### config.mk
export PLATFORM = sky130hd
export DESIGN_NAME = dirty_rect_coalescer_flat
export DESIGN_NICKNAME = d
export VERILOG_FILES = /design/src/hw/rtl/drc_pkg.sv /design/src/hw/rtl/drc_in_if.sv /design/src/hw/rtl/drc_out_if.sv /design/src/hw/rtl/dirty_rect_coalescer.sv /design/src/flat_wrapper.sv
export SDC_FILE = /design/constraint.sdc
export NUM_CORES = 2
export LEC_CHECK = 0
export BUFFER_PORTS_ARGS = -buffer_cell sky130_fd_sc_hd__buf_4
export CORE_MARGIN = 2
export CORE_UTILIZATION = 57
export DETAILED_ROUTE_END_ITERATION = 6
export PLACE_DENSITY = 0.76
export SLEW_MARGIN = 20
export SYNTH_ARGS = -nofsm -noshare
export SYNTH_HDL_FRONTEND = slang
export SYNTH_SLANG_ARGS = --single-unit
### constraint.sdc
create_clock -name i_clk -period 7.2 [get_ports i_clk]
set_input_delay 0.36 -clock i_clk [delete_from_list [all_inputs] [get_ports i_clk]]
set_output_delay 0.36 -clock i_clk [all_outputs]
set_load 0.01 [all_outputs]
### src/hw/rtl/drc_pkg.sv
package drc_pkg;

    localparam int DRC_MAX_RECTS  = 32;
    localparam int DRC_COORD_BITS = 16;
    localparam int DRC_CFG_W      = 15;
    localparam int DRC_CFG_IDX_W  = 2;

    localparam logic [DRC_CFG_IDX_W-1:0] CFG_CLIP_LEFT   = 2'd0;
    localparam logic [DRC_CFG_IDX_W-1:0] CFG_CLIP_TOP    = 2'd1;
    localparam logic [DRC_CFG_IDX_W-1:0] CFG_CLIP_RIGHT  = 2'd2;
    localparam logic [DRC_CFG_IDX_W-1:0] CFG_CLIP_BOTTOM = 2'd3;

    localparam logic [DRC_CFG_W-1:0] CLIP_LEFT_RST   = 15'd0;
    localparam logic [DRC_CFG_W-1:0] CLIP_TOP_RST    = 15'd0;
    localparam logic [DRC_CFG_W-1:0] CLIP_RIGHT_RST  = 15'd640;
    localparam logic [DRC_CFG_W-1:0] CLIP_BOTTOM_RST = 15'd480;

    localparam logic CMD_ADD   = 1'b0;
    localparam logic CMD_FLUSH = 1'b1;

endpackage

### src/hw/rtl/drc_in_if.sv
interface drc_in_if #(
    parameter int COORD_BITS = 16
);
    logic                         valid;
    logic                         ready;
    logic                         cmd;
    logic signed [COORD_BITS-1:0] rect_left;
    logic signed [COORD_BITS-1:0] rect_top;
    logic signed [COORD_BITS-1:0] rect_right;
    logic signed [COORD_BITS-1:0] rect_bottom;

    modport source (output valid, cmd, rect_left, rect_top, rect_right, rect_bottom,
                    input ready);
    modport sink (input valid, cmd, rect_left, rect_top, rect_right, rect_bottom,
                  output ready);
endinterface

### src/hw/rtl/drc_out_if.sv
interface drc_out_if #(
    parameter int COORD_BITS = 16
);
    logic                         valid;
    logic                         ready;
    logic signed [COORD_BITS-1:0] out_left;
    logic signed [COORD_BITS-1:0] out_top;
    logic signed [COORD_BITS-1:0] out_right;
    logic signed [COORD_BITS-1:0] out_bottom;
    logic                         is_empty;
    logic                         overflowed;
    logic                         is_last;

    modport source (output valid, out_left, out_top, out_right, out_bottom, is_empty,
                    overflowed, is_last, input ready);
    modport sink (input valid, out_left, out_top, out_right, out_bottom, is_empty,
                  overflowed, is_last, output ready);
endinterface

### src/hw/rtl/dirty_rect_coalescer.sv
// Collects dirty rectangles and, on a flush item, emits a merged and clipped list of
// areas to redraw, the last one marked; an empty store gives one empty item and an
// overflowed store one item with the clip window. A flush walks the rectangle memory
// through its single read port under a small sequencer: merge passes repeat until one
// merges nothing, a containment pass follows, and each result waits for the sink.
// No item is accepted during a flush.
module dirty_rect_coalescer
    import drc_pkg::*;
#(
    parameter int MAX_RECTS  = DRC_MAX_RECTS,
    parameter int COORD_BITS = DRC_COORD_BITS
) (
    input  logic                     i_clk,
    input  logic                     i_rst_n,
    input  logic                     i_cfg_we,
    input  logic [DRC_CFG_IDX_W-1:0] i_cfg_idx,
    input  logic [DRC_CFG_W-1:0]     i_cfg_data,
    drc_in_if.sink                   i_in,
    drc_out_if.source                o_out
);

    localparam int SW = COORD_BITS + 1;
    localparam int KW = (SW > DRC_CFG_W + 1) ? SW : DRC_CFG_W + 1;
    localparam int IW = (MAX_RECTS > 1) ? $clog2(MAX_RECTS) : 1;
    localparam int CW = $clog2(MAX_RECTS + 1);

    typedef struct packed {
        logic signed [SW-1:0] l;
        logic signed [SW-1:0] t;
        logic signed [SW-1:0] r;
        logic signed [SW-1:0] b;
    } t_rect;

    typedef enum logic [11:0] {
        S_IDLE = 12'b000000000001,
        S_LI   = 12'b000000000010,
        S_LI2  = 12'b000000000100,
        S_LJ   = 12'b000000001000,
        S_MJ   = 12'b000000010000,
        S_CI   = 12'b000000100000,
        S_CI2  = 12'b000001000000,
        S_CJ   = 12'b000010000000,
        S_HJ   = 12'b000100000000,
        S_EI   = 12'b001000000000,
        S_EI2  = 12'b010000000000,
        S_OUT  = 12'b100000000000
    } t_state;

    function automatic logic signed [KW-1:0] low_clip(logic signed [KW-1:0] x,
            logic signed [KW-1:0] lo, logic signed [KW-1:0] hi);
        return (x < lo) ? lo : ((x > hi) ? hi : x);
    endfunction

    function automatic logic signed [KW-1:0] high_clip(logic signed [KW-1:0] x,
            logic signed [KW-1:0] lo, logic signed [KW-1:0] hi);
        return (x > hi) ? hi : ((x < lo) ? lo : x);
    endfunction

    t_state                  r_state, n_state;
    logic [DRC_CFG_W-1:0]    r_clip_l, r_clip_t, r_clip_r, r_clip_b;
    logic [CW-1:0]           r_count, n_count;
    logic                    r_ovf, n_ovf;
    logic [4*COORD_BITS-1:0] r_last_add, n_last_add;
    logic [CW-1:0]           r_n, n_n;
    logic [CW-1:0]           r_i, n_i;
    logic [CW-1:0]           r_j, n_j;
    logic [CW-1:0]           r_live_end, n_live_end;
    logic                    r_again, n_again;
    logic [MAX_RECTS-1:0]    r_dead, n_dead;
    t_rect                   r_cur, n_cur;
    t_rect                   r_rd;
    logic                    r_o_valid, n_o_valid;
    logic [COORD_BITS-1:0]   r_o_l, r_o_t, r_o_r, r_o_b;
    logic [COORD_BITS-1:0]   n_o_l, n_o_t, n_o_r, n_o_b;
    logic                    r_o_empty, n_o_empty, r_o_ovf, n_o_ovf, r_o_last, n_o_last;

    t_rect                   mem [MAX_RECTS];
    logic                    mem_we;
    logic [IW-1:0]           mem_wa, mem_ra;
    t_rect                   mem_wd;

    t_rect                   add_rect, merged;
    logic [4*COORD_BITS-1:0] in_raw;
    logic                    in_acc, meets, holds;
    logic signed [KW-1:0]    k_cl, k_ct, k_cr, k_cb, k_l, k_t, k_r, k_b;

    assign i_in.ready = (r_state == S_IDLE);
    assign in_acc     = i_in.valid && i_in.ready;
    assign in_raw     = {i_in.rect_left, i_in.rect_top, i_in.rect_right, i_in.rect_bottom};

    assign add_rect.l = {i_in.rect_left[COORD_BITS-1], i_in.rect_left};
    assign add_rect.t = {i_in.rect_top[COORD_BITS-1], i_in.rect_top};
    assign add_rect.r = {i_in.rect_right[COORD_BITS-1], i_in.rect_right} + SW'(1);
    assign add_rect.b = {i_in.rect_bottom[COORD_BITS-1], i_in.rect_bottom} + SW'(1);

    assign meets = (r_cur.l < r_rd.r) && (r_rd.l < r_cur.r) &&
                   (r_cur.t < r_rd.b) && (r_rd.t < r_cur.b);
    assign holds = (r_cur.l <= r_rd.l) && (r_rd.r <= r_cur.r) &&
                   (r_cur.t <= r_rd.t) && (r_rd.b <= r_cur.b);

    assign merged.l = (r_rd.l < r_cur.l) ? r_rd.l : r_cur.l;
    assign merged.t = (r_rd.t < r_cur.t) ? r_rd.t : r_cur.t;
    assign merged.r = (r_rd.r > r_cur.r) ? r_rd.r : r_cur.r;
    assign merged.b = (r_rd.b > r_cur.b) ? r_rd.b : r_cur.b;

    assign k_cl = $signed({{(KW-DRC_CFG_W){1'b0}}, r_clip_l});
    assign k_ct = $signed({{(KW-DRC_CFG_W){1'b0}}, r_clip_t});
    assign k_cr = $signed({{(KW-DRC_CFG_W){1'b0}}, r_clip_r});
    assign k_cb = $signed({{(KW-DRC_CFG_W){1'b0}}, r_clip_b});
    assign k_l  = low_clip(KW'(r_rd.l), k_cl, k_cr);
    assign k_t  = low_clip(KW'(r_rd.t), k_ct, k_cb);
    assign k_r  = high_clip(KW'(r_rd.r), k_cl, k_cr);
    assign k_b  = high_clip(KW'(r_rd.b), k_ct, k_cb);

    always_comb begin
        n_state    = r_state;
        n_count    = r_count;
        n_ovf      = r_ovf;
        n_last_add = r_last_add;
        n_n        = r_n;
        n_i        = r_i;
        n_j        = r_j;
        n_live_end = r_live_end;
        n_again    = r_again;
        n_dead     = r_dead;
        n_cur      = r_cur;
        n_o_valid  = r_o_valid;
        n_o_l      = r_o_l;
        n_o_t      = r_o_t;
        n_o_r      = r_o_r;
        n_o_b      = r_o_b;
        n_o_empty  = r_o_empty;
        n_o_ovf    = r_o_ovf;
        n_o_last   = r_o_last;
        mem_we     = 1'b0;
        mem_wa     = r_count[IW-1:0];
        mem_wd     = add_rect;
        mem_ra     = r_i[IW-1:0];

        case (r_state)
            S_IDLE: begin
                if (in_acc && i_in.cmd == CMD_ADD) begin
                    if (r_count != '0 && in_raw == r_last_add) begin
                        n_count = r_count;
                    end else if (r_count == CW'(MAX_RECTS)) begin
                        n_ovf = 1'b1;
                    end else begin
                        mem_we     = 1'b1;
                        n_count    = r_count + CW'(1);
                        n_last_add = in_raw;
                    end
                end else if (in_acc) begin
                    n_count   = '0;
                    n_ovf     = 1'b0;
                    n_o_empty = 1'b0;
                    n_o_ovf   = 1'b0;
                    n_o_last  = 1'b1;
                    if (r_ovf) begin
                        n_o_ovf   = 1'b1;
                        n_o_l     = COORD_BITS'(k_cl);
                        n_o_t     = COORD_BITS'(k_ct);
                        n_o_r     = COORD_BITS'(k_cr);
                        n_o_b     = COORD_BITS'(k_cb);
                        n_o_valid = 1'b1;
                        n_state   = S_OUT;
                    end else if (r_count == '0) begin
                        n_o_empty = 1'b1;
                        n_o_l     = '0;
                        n_o_t     = '0;
                        n_o_r     = '0;
                        n_o_b     = '0;
                        n_o_valid = 1'b1;
                        n_state   = S_OUT;
                    end else begin
                        n_n     = r_count;
                        n_i     = '0;
                        n_again = 1'b0;
                        n_dead  = '0;
                        n_state = S_LI;
                    end
                end
            end
            S_LI: begin
                if (r_i == r_n) begin
                    n_i     = '0;
                    n_again = 1'b0;
                    n_state = r_again ? S_LI : S_CI;
                end else if (r_dead[r_i[IW-1:0]]) begin
                    n_i = r_i + CW'(1);
                end else begin
                    n_state = S_LI2;
                end
            end
            S_LI2: begin
                n_cur   = r_rd;
                n_j     = '0;
                n_state = S_LJ;
            end
            S_LJ: begin
                mem_ra = r_j[IW-1:0];
                if (r_j == r_n) begin
                    mem_we  = 1'b1;
                    mem_wa  = r_i[IW-1:0];
                    mem_wd  = r_cur;
                    n_i     = r_i + CW'(1);
                    n_state = S_LI;
                end else if (r_j == r_i || r_dead[r_j[IW-1:0]]) begin
                    n_j = r_j + CW'(1);
                end else begin
                    n_state = S_MJ;
                end
            end
            S_MJ: begin
                if (meets) begin
                    n_cur                  = merged;
                    n_dead[r_j[IW-1:0]]    = 1'b1;
                    n_again                = 1'b1;
                end
                n_j     = r_j + CW'(1);
                n_state = S_LJ;
            end
            S_CI: begin
                if (r_i == r_n) begin
                    n_i     = '0;
                    n_state = S_EI;
                end else if (r_dead[r_i[IW-1:0]]) begin
                    n_i = r_i + CW'(1);
                end else begin
                    n_live_end = r_i;
                    n_state    = S_CI2;
                end
            end
            S_CI2: begin
                n_cur   = r_rd;
                n_j     = r_i + CW'(1);
                n_state = S_CJ;
            end
            S_CJ: begin
                mem_ra = r_j[IW-1:0];
                if (r_j == r_n) begin
                    n_i     = r_i + CW'(1);
                    n_state = S_CI;
                end else if (r_dead[r_j[IW-1:0]]) begin
                    n_j = r_j + CW'(1);
                end else begin
                    n_state = S_HJ;
                end
            end
            S_HJ: begin
                if (holds) begin
                    n_dead[r_j[IW-1:0]] = 1'b1;
                end
                n_j     = r_j + CW'(1);
                n_state = S_CJ;
            end
            S_EI: begin
                if (r_i == r_n) begin
                    n_state = S_IDLE;
                end else if (r_dead[r_i[IW-1:0]]) begin
                    n_i = r_i + CW'(1);
                end else begin
                    n_state = S_EI2;
                end
            end
            S_EI2: begin
                n_o_l     = COORD_BITS'(k_l);
                n_o_t     = COORD_BITS'(k_t);
                n_o_r     = COORD_BITS'(k_r);
                n_o_b     = COORD_BITS'(k_b);
                n_o_empty = 1'b0;
                n_o_ovf   = 1'b0;
                n_o_last  = (r_i == r_live_end);
                n_o_valid = 1'b1;
                n_state   = S_OUT;
            end
            S_OUT: begin
                if (o_out.ready) begin
                    n_o_valid = 1'b0;
                    n_i       = r_i + CW'(1);
                    n_state   = r_o_last ? S_IDLE : S_EI;
                end
            end
            default: begin
                n_state = S_IDLE;
            end
        endcase
    end

    always_ff @(posedge i_clk) begin
        if (mem_we) begin
            mem[mem_wa] <= mem_wd;
        end
        r_rd <= mem[mem_ra];
    end

    always_ff @(posedge i_clk) begin
        if (!i_rst_n) begin
            r_state   <= S_IDLE;
            r_count   <= '0;
            r_ovf     <= 1'b0;
            r_o_valid <= 1'b0;
            r_clip_l  <= CLIP_LEFT_RST;
            r_clip_t  <= CLIP_TOP_RST;
            r_clip_r  <= CLIP_RIGHT_RST;
            r_clip_b  <= CLIP_BOTTOM_RST;
        end else begin
            r_state   <= n_state;
            r_count   <= n_count;
            r_ovf     <= n_ovf;
            r_o_valid <= n_o_valid;
            if (i_cfg_we) begin
                case (i_cfg_idx)
                    CFG_CLIP_LEFT:   r_clip_l <= i_cfg_data;
                    CFG_CLIP_TOP:    r_clip_t <= i_cfg_data;
                    CFG_CLIP_RIGHT:  r_clip_r <= i_cfg_data;
                    CFG_CLIP_BOTTOM: r_clip_b <= i_cfg_data;
                    default:         r_clip_l <= r_clip_l;
                endcase
            end
        end
    end

    always_ff @(posedge i_clk) begin
        r_last_add <= n_last_add;
        r_n        <= n_n;
        r_i        <= n_i;
        r_j        <= n_j;
        r_live_end <= n_live_end;
        r_again    <= n_again;
        r_dead     <= n_dead;
        r_cur      <= n_cur;
        r_o_l      <= n_o_l;
        r_o_t      <= n_o_t;
        r_o_r      <= n_o_r;
        r_o_b      <= n_o_b;
        r_o_empty  <= n_o_empty;
        r_o_ovf    <= n_o_ovf;
        r_o_last   <= n_o_last;
    end

    assign o_out.valid      = r_o_valid;
    assign o_out.out_left   = r_o_l;
    assign o_out.out_top    = r_o_t;
    assign o_out.out_right  = r_o_r;
    assign o_out.out_bottom = r_o_b;
    assign o_out.is_empty   = r_o_empty;
    assign o_out.overflowed = r_o_ovf;
    assign o_out.is_last    = r_o_last;

    a_ready_no_result: assert property (@(posedge i_clk) disable iff (!i_rst_n)
        i_in.ready |-> !o_out.valid) else $error("item accepted while a result waits");

    a_count_range: assert property (@(posedge i_clk) disable iff (!i_rst_n)
        r_count <= CW'(MAX_RECTS)) else $error("rectangle count beyond store depth");

    a_empty_last: assert property (@(posedge i_clk) disable iff (!i_rst_n)
        o_out.valid && (o_out.is_empty || o_out.overflowed) |-> o_out.is_last)
        else $error("single result of a flush not marked last");

    a_flush_busy: assert property (@(posedge i_clk) disable iff (!i_rst_n)
        i_in.valid && i_in.ready && i_in.cmd == CMD_FLUSH |=> !i_in.ready && r_count == '0)
        else $error("flush did not start or did not clear the store");

endmodule

### src/flat_wrapper.sv
// flat-port wrapper written by rule: the top's interface ports become plain ports
module dirty_rect_coalescer_flat import drc_pkg::*;
#(
    parameter int MAX_RECTS  = DRC_MAX_RECTS,
    parameter int COORD_BITS = DRC_COORD_BITS
)
  (i_clk, i_rst_n, i_cfg_we, i_cfg_idx, i_cfg_data, i_in_valid, i_in_cmd, i_in_rect_left, i_in_rect_top, i_in_rect_right, i_in_rect_bottom, i_in_ready, o_out_valid, o_out_out_left, o_out_out_top, o_out_out_right, o_out_out_bottom, o_out_is_empty, o_out_overflowed, o_out_is_last, o_out_ready);
  drc_in_if #(.COORD_BITS(COORD_BITS)) i_in_i ();
  drc_out_if #(.COORD_BITS(COORD_BITS)) o_out_i ();
  input  logic i_clk;
  input  logic i_rst_n;
  input  logic i_cfg_we;
  input  logic [DRC_CFG_IDX_W-1:0] i_cfg_idx;
  input  logic [DRC_CFG_W-1:0] i_cfg_data;
  input wire logic [$bits(i_in_i.valid)-1:0] i_in_valid;
  input wire logic [$bits(i_in_i.cmd)-1:0] i_in_cmd;
  input wire logic [$bits(i_in_i.rect_left)-1:0] i_in_rect_left;
  input wire logic [$bits(i_in_i.rect_top)-1:0] i_in_rect_top;
  input wire logic [$bits(i_in_i.rect_right)-1:0] i_in_rect_right;
  input wire logic [$bits(i_in_i.rect_bottom)-1:0] i_in_rect_bottom;
  output wire logic [$bits(i_in_i.ready)-1:0] i_in_ready;
  output wire logic [$bits(o_out_i.valid)-1:0] o_out_valid;
  output wire logic [$bits(o_out_i.out_left)-1:0] o_out_out_left;
  output wire logic [$bits(o_out_i.out_top)-1:0] o_out_out_top;
  output wire logic [$bits(o_out_i.out_right)-1:0] o_out_out_right;
  output wire logic [$bits(o_out_i.out_bottom)-1:0] o_out_out_bottom;
  output wire logic [$bits(o_out_i.is_empty)-1:0] o_out_is_empty;
  output wire logic [$bits(o_out_i.overflowed)-1:0] o_out_overflowed;
  output wire logic [$bits(o_out_i.is_last)-1:0] o_out_is_last;
  input wire logic [$bits(o_out_i.ready)-1:0] o_out_ready;
  assign i_in_i.valid = i_in_valid;
  assign i_in_i.cmd = i_in_cmd;
  assign i_in_i.rect_left = i_in_rect_left;
  assign i_in_i.rect_top = i_in_rect_top;
  assign i_in_i.rect_right = i_in_rect_right;
  assign i_in_i.rect_bottom = i_in_rect_bottom;
  assign i_in_ready = i_in_i.ready;
  assign o_out_valid = o_out_i.valid;
  assign o_out_out_left = o_out_i.out_left;
  assign o_out_out_top = o_out_i.out_top;
  assign o_out_out_right = o_out_i.out_right;
  assign o_out_out_bottom = o_out_i.out_bottom;
  assign o_out_is_empty = o_out_i.is_empty;
  assign o_out_overflowed = o_out_i.overflowed;
  assign o_out_is_last = o_out_i.is_last;
  assign o_out_i.ready = o_out_ready;
  dirty_rect_coalescer #(.MAX_RECTS(MAX_RECTS), .COORD_BITS(COORD_BITS)) u_core (.i_clk(i_clk), .i_rst_n(i_rst_n), .i_cfg_we(i_cfg_we), .i_cfg_idx(i_cfg_idx), .i_cfg_data(i_cfg_data), .i_in(i_in_i), .o_out(o_out_i));
endmodule
==> summary.md <==
| Metric | Value |
|---|---|
| Status | `finished with violations` |
| Main synth FF type | `edfxtp_1` |
| Post-synthesis xor/xnor area fraction | `0.0103` |
| DR DRC count | `1` |
| Final hold viol count | `0` |
| Synthesis Warnings | `0` |
| Die H | `438 µm` |
| Root buf cell | `clkbuf_16` |
| First drt pass iteration count | `7` |
| Initial antenna violation count | `11` |
| Worst setup SP type | `register` |
| GRT Resource Usage Total | `0.322` |
| Count leader, synth | `edfxtp_1` |
| Buffers added on ports | `155` |
| Clk buf depth | `3` |
| Starting DRT DRC Count | `10,900` |
| Initial Util | `0.573` |
| Setup violations, final | `0` |
| CP top delay family | `simple AND/OR/NAND/NOR gates` |
| Synth-to-Final Area Change | `12.5%` |
| FF+latch count, synth | `2,580` |
| Synth Area in Compound Gates | `0.0799` |
| Post-Synthesis Cells | `7,879` |
| Pwr Density | `265 nW/µm²` |
| Avg Cell Area, Syn | `13.6 µm²` |
| Post-synth top cells | `2,432 x edfxtp_1, 1,675 x nand2_1, 356 x mux2i_1, 333 x a21oi_1, 331 x nand3_1` |
| Fraction of registers with async set/reset | `0` |
| Clock Sinks | `2,580` |
| Routed vias | `70,300` |
| Post-synth top area cell | `edfxtp_1` |
| Vias/cell | `6.49` |
| Worst Tran Pin Value | `1220 ps` |
| Crit-path slowest cell | `mux2i_2` |
| Critical Path AT | `6080 ps` |
| CTS H-Tree Depth | `4` |
| Number of global-route vias before repair | `68,100` |
| Share of layout cells above drive strength 1 | `0.111` |
| Hold WS | `109 ps` |
| DR WL/cell | `29.1 µm` |
| Post-synthesis cell area | `107,000 µm²` |
| EDFF count, synth | `2,432` |
| Filler instances | `12,900` |
| CP endpoint kind | `register` |
| TritonCTS clock tree | `done` |
| Final min period | `5300 ps` |
| GP Congestion | `0.947` |
| Layer with the highest usage | `met2` |
| Top Ports | `156` |
| Global route overflow | `0` |
| Final Skew | `74.6 ps` |
| Largest net degree at the start of global routing | `175` |
| Synth top area share | `0.680` |
| RSZ-0062 raised after global routing | `false` |
| FP Rows | `159` |
| Reg clk slew, reported paths | `60 ps` |
| Gates resized, CTS repair | `0` |
| Final WL | `315,000 µm` |
| Placed Cells incl. Taps | `10,300` |
| Post-route insts no fill | `10,800` |
| Worst Path Buf+Inv | `1` |
| Width of the die | `438 µm` |
| Setup TNS | `0 ps` |
| Top cells by area, synth | `edfxtp_1 68%, nand2_1 5.8%, mux2i_1 3.3%, ha_1 3.0%, dfxtp_1 2.8%` |
| Placed inst area | `112,000 µm²` |
| Worst hold path type | `primary input to register` |
| Req. time, crit path | `7980 ps` |
| DRT antenna net count | `0` |
| First-pass GRT wire length | `454,000 µm` |
| VDD IR max | `0.277 mV` |
| CP cell instances | `nor2b_1 > o2111a_1 > mux2i_2 > nand2b_4 > buf_4 > a21oi_1 > or4_1 > nor4_1 > nor3_1` |
| Met1 global-route usage | `0.434` |
| Sequential share of the synthesized area | `0.707` |
| Slew HR | `0.170` |
| Failing checks | `design-rule violations` |
| Num CTS Buffers | `237` |
| Die area | `192,000 µm²` |
| Post-CTS setup buffer count | `0` |
| Nets | `8,453` |
| Final instance area | `121,000 µm²` |
| Tcrit/Tclk final | `0.737` |
| Yosys cell types | `90` |
| Multiplexer share of the synthesized area | `0.0423` |
| Max-slew violations | `0` |
| Slowest Stage Delay on Critical Path | `1080 ps` |
| Max cap viols | `0` |
| Core Area | `188,000 µm²` |
| Power Total | `32,100 µW` |
| Largest family of logic cells by synthesized area | `simple AND/OR/NAND/NOR gates` |
| Post-DP HPWL | `190,000 µm` |
| Crit Path Class | `register to register` |
| Worst-Skew Late Latency | `940 ps` |
| M2 GR Usage | `0.495` |
| Largest fanout on the critical path | `33` |
| Leakage | `0.0420 µW` |
| Simple-gate share of the synthesized area | `0.106` |
| Adder-Cell Fraction of Synth Area | `0.0299` |
| Global routing usage on met3 | `0.0802` |
| Top achievable clock speed | `189 MHz` |
-- timing repair --
action	in CTS	in global routing
endpoints found under the setup margin	0	0
hold buffers	86	0
endpoints found under the hold margin	132	0
-- worst reg2reg max path: stages, from the launching register on --
cell	delay [ps]
dfxtp_1	450
nor2b_1	460
o2111a_1	970
mux2i_2	1090
nand2b_4	750
buf_4	580
a21oi_1	110
or4_1	480
nor4_1	210
nor3_1	100
-- per-layer routing --
metal | vias up | part of all wire
met4 | 4 | 0.053
met2 | 4663 | 0.45
met1 | 34700 | 0.37
li1 | 30100 | -
met5 | - | 0.000073
met3 | 849 | 0.13
-- final timing paths --
path / from / to / slack, ps / cells after the start
setup / recovery: u_core.r_state[7]$_SDFFE_PN0P_ / u_core.r_rd[64]$_DFF_P_ / 1900 / 9
hold / removal: i_cfg_we / u_core.r_clip_r[2]$_SDFFE_PN0P_ / 110 / 6
setup reg to reg: u_core.r_state[7]$_SDFFE_PN0P_ / u_core.r_rd[64]$_DFF_P_ / 1900 / 9
hold reg to reg: u_core.r_clip_l[5]$_SDFFE_PN0P_ / u_core.r_clip_l[5]$_SDFFE_PN0P_ / 500 / 2
-- metrics by stage --
step / worst slack (ps) / util
after floorplan: -563 / -
after global routing: 1910 / 0.644
final: 1900 / 0.644
after CTS: 2160 / 0.644
after global placement: 2300 / 0.597
after detailed placement: 2190 / 0.597
-- kinds of logic after synthesis --
kind of cell	count (synthesis)
other	1
adders and majority gates	257
AOI/OAI and AO/OA	1261
xor gates and xnor gates	126
muxes	428
and+or+nand+nor	2619
buffers and inverters	607
DFF	2580
-- cells in the final DEF (no fill, tap or decap), types with 53 or more instances in the layout --
master         count
edfxtp_1        2432
nand2_1         1667
mux2i_1          352
nand3_1          331
a21oi_1          319
a31oi_1          301
buf_4            298
ha_1             257
clkbuf_16        239
inv_1            179
nor2_1           148
and3_1           148
dfxtp_1          148
o22ai_1          141
dlygate4sd3_1     86
xnor2_1           83
nor3_1            79
o21ai_0           67
a22oi_1           62
o2bb2ai_1         57
mux2_2            54
clkbuf_1          54
nand4_1           53
-- layout make-up --
type | instances | area, µm² | area share
clock inverter | 143 | 1500 | 0.0124
tap | 2495 | 3120 | 0.0258
sequential | 2580 | 76000 | 0.629
antenna | 9 | 22.5 | 0.000186
clock buffer | 309 | 6400 | 0.0530
timing repair buffer | 415 | 3730 | 0.0308
inverter | 180 | 676 | 0.00559
multi-input combinational | 4695 | 29500 | 0.244
-- power by group --
| group | leakage, µW | internal [µW] | switching (µW) |
|---|---|---|---|
| sequential | 0.0231 | 16600 | 357 |
| combinational | 0.0150 | 825 | 1650 |
| clock | 0.00384 | 7000 | 5620 |
-- state kept, by name, summed over array words and instances, names as in the netlist, 16 cells and up --
register                 count
u_core.o_out.out_bottom     16
u_core.mem                2176
u_core.o_out.out_left       16
u_core.r_last_add           64
u_core.o_out.out_right      16
u_core.r_dead               32
u_core.r_rd                 68
u_core.r_cur                68
u_core.o_out.out_top        16
(Power assumes the default switching activity.)
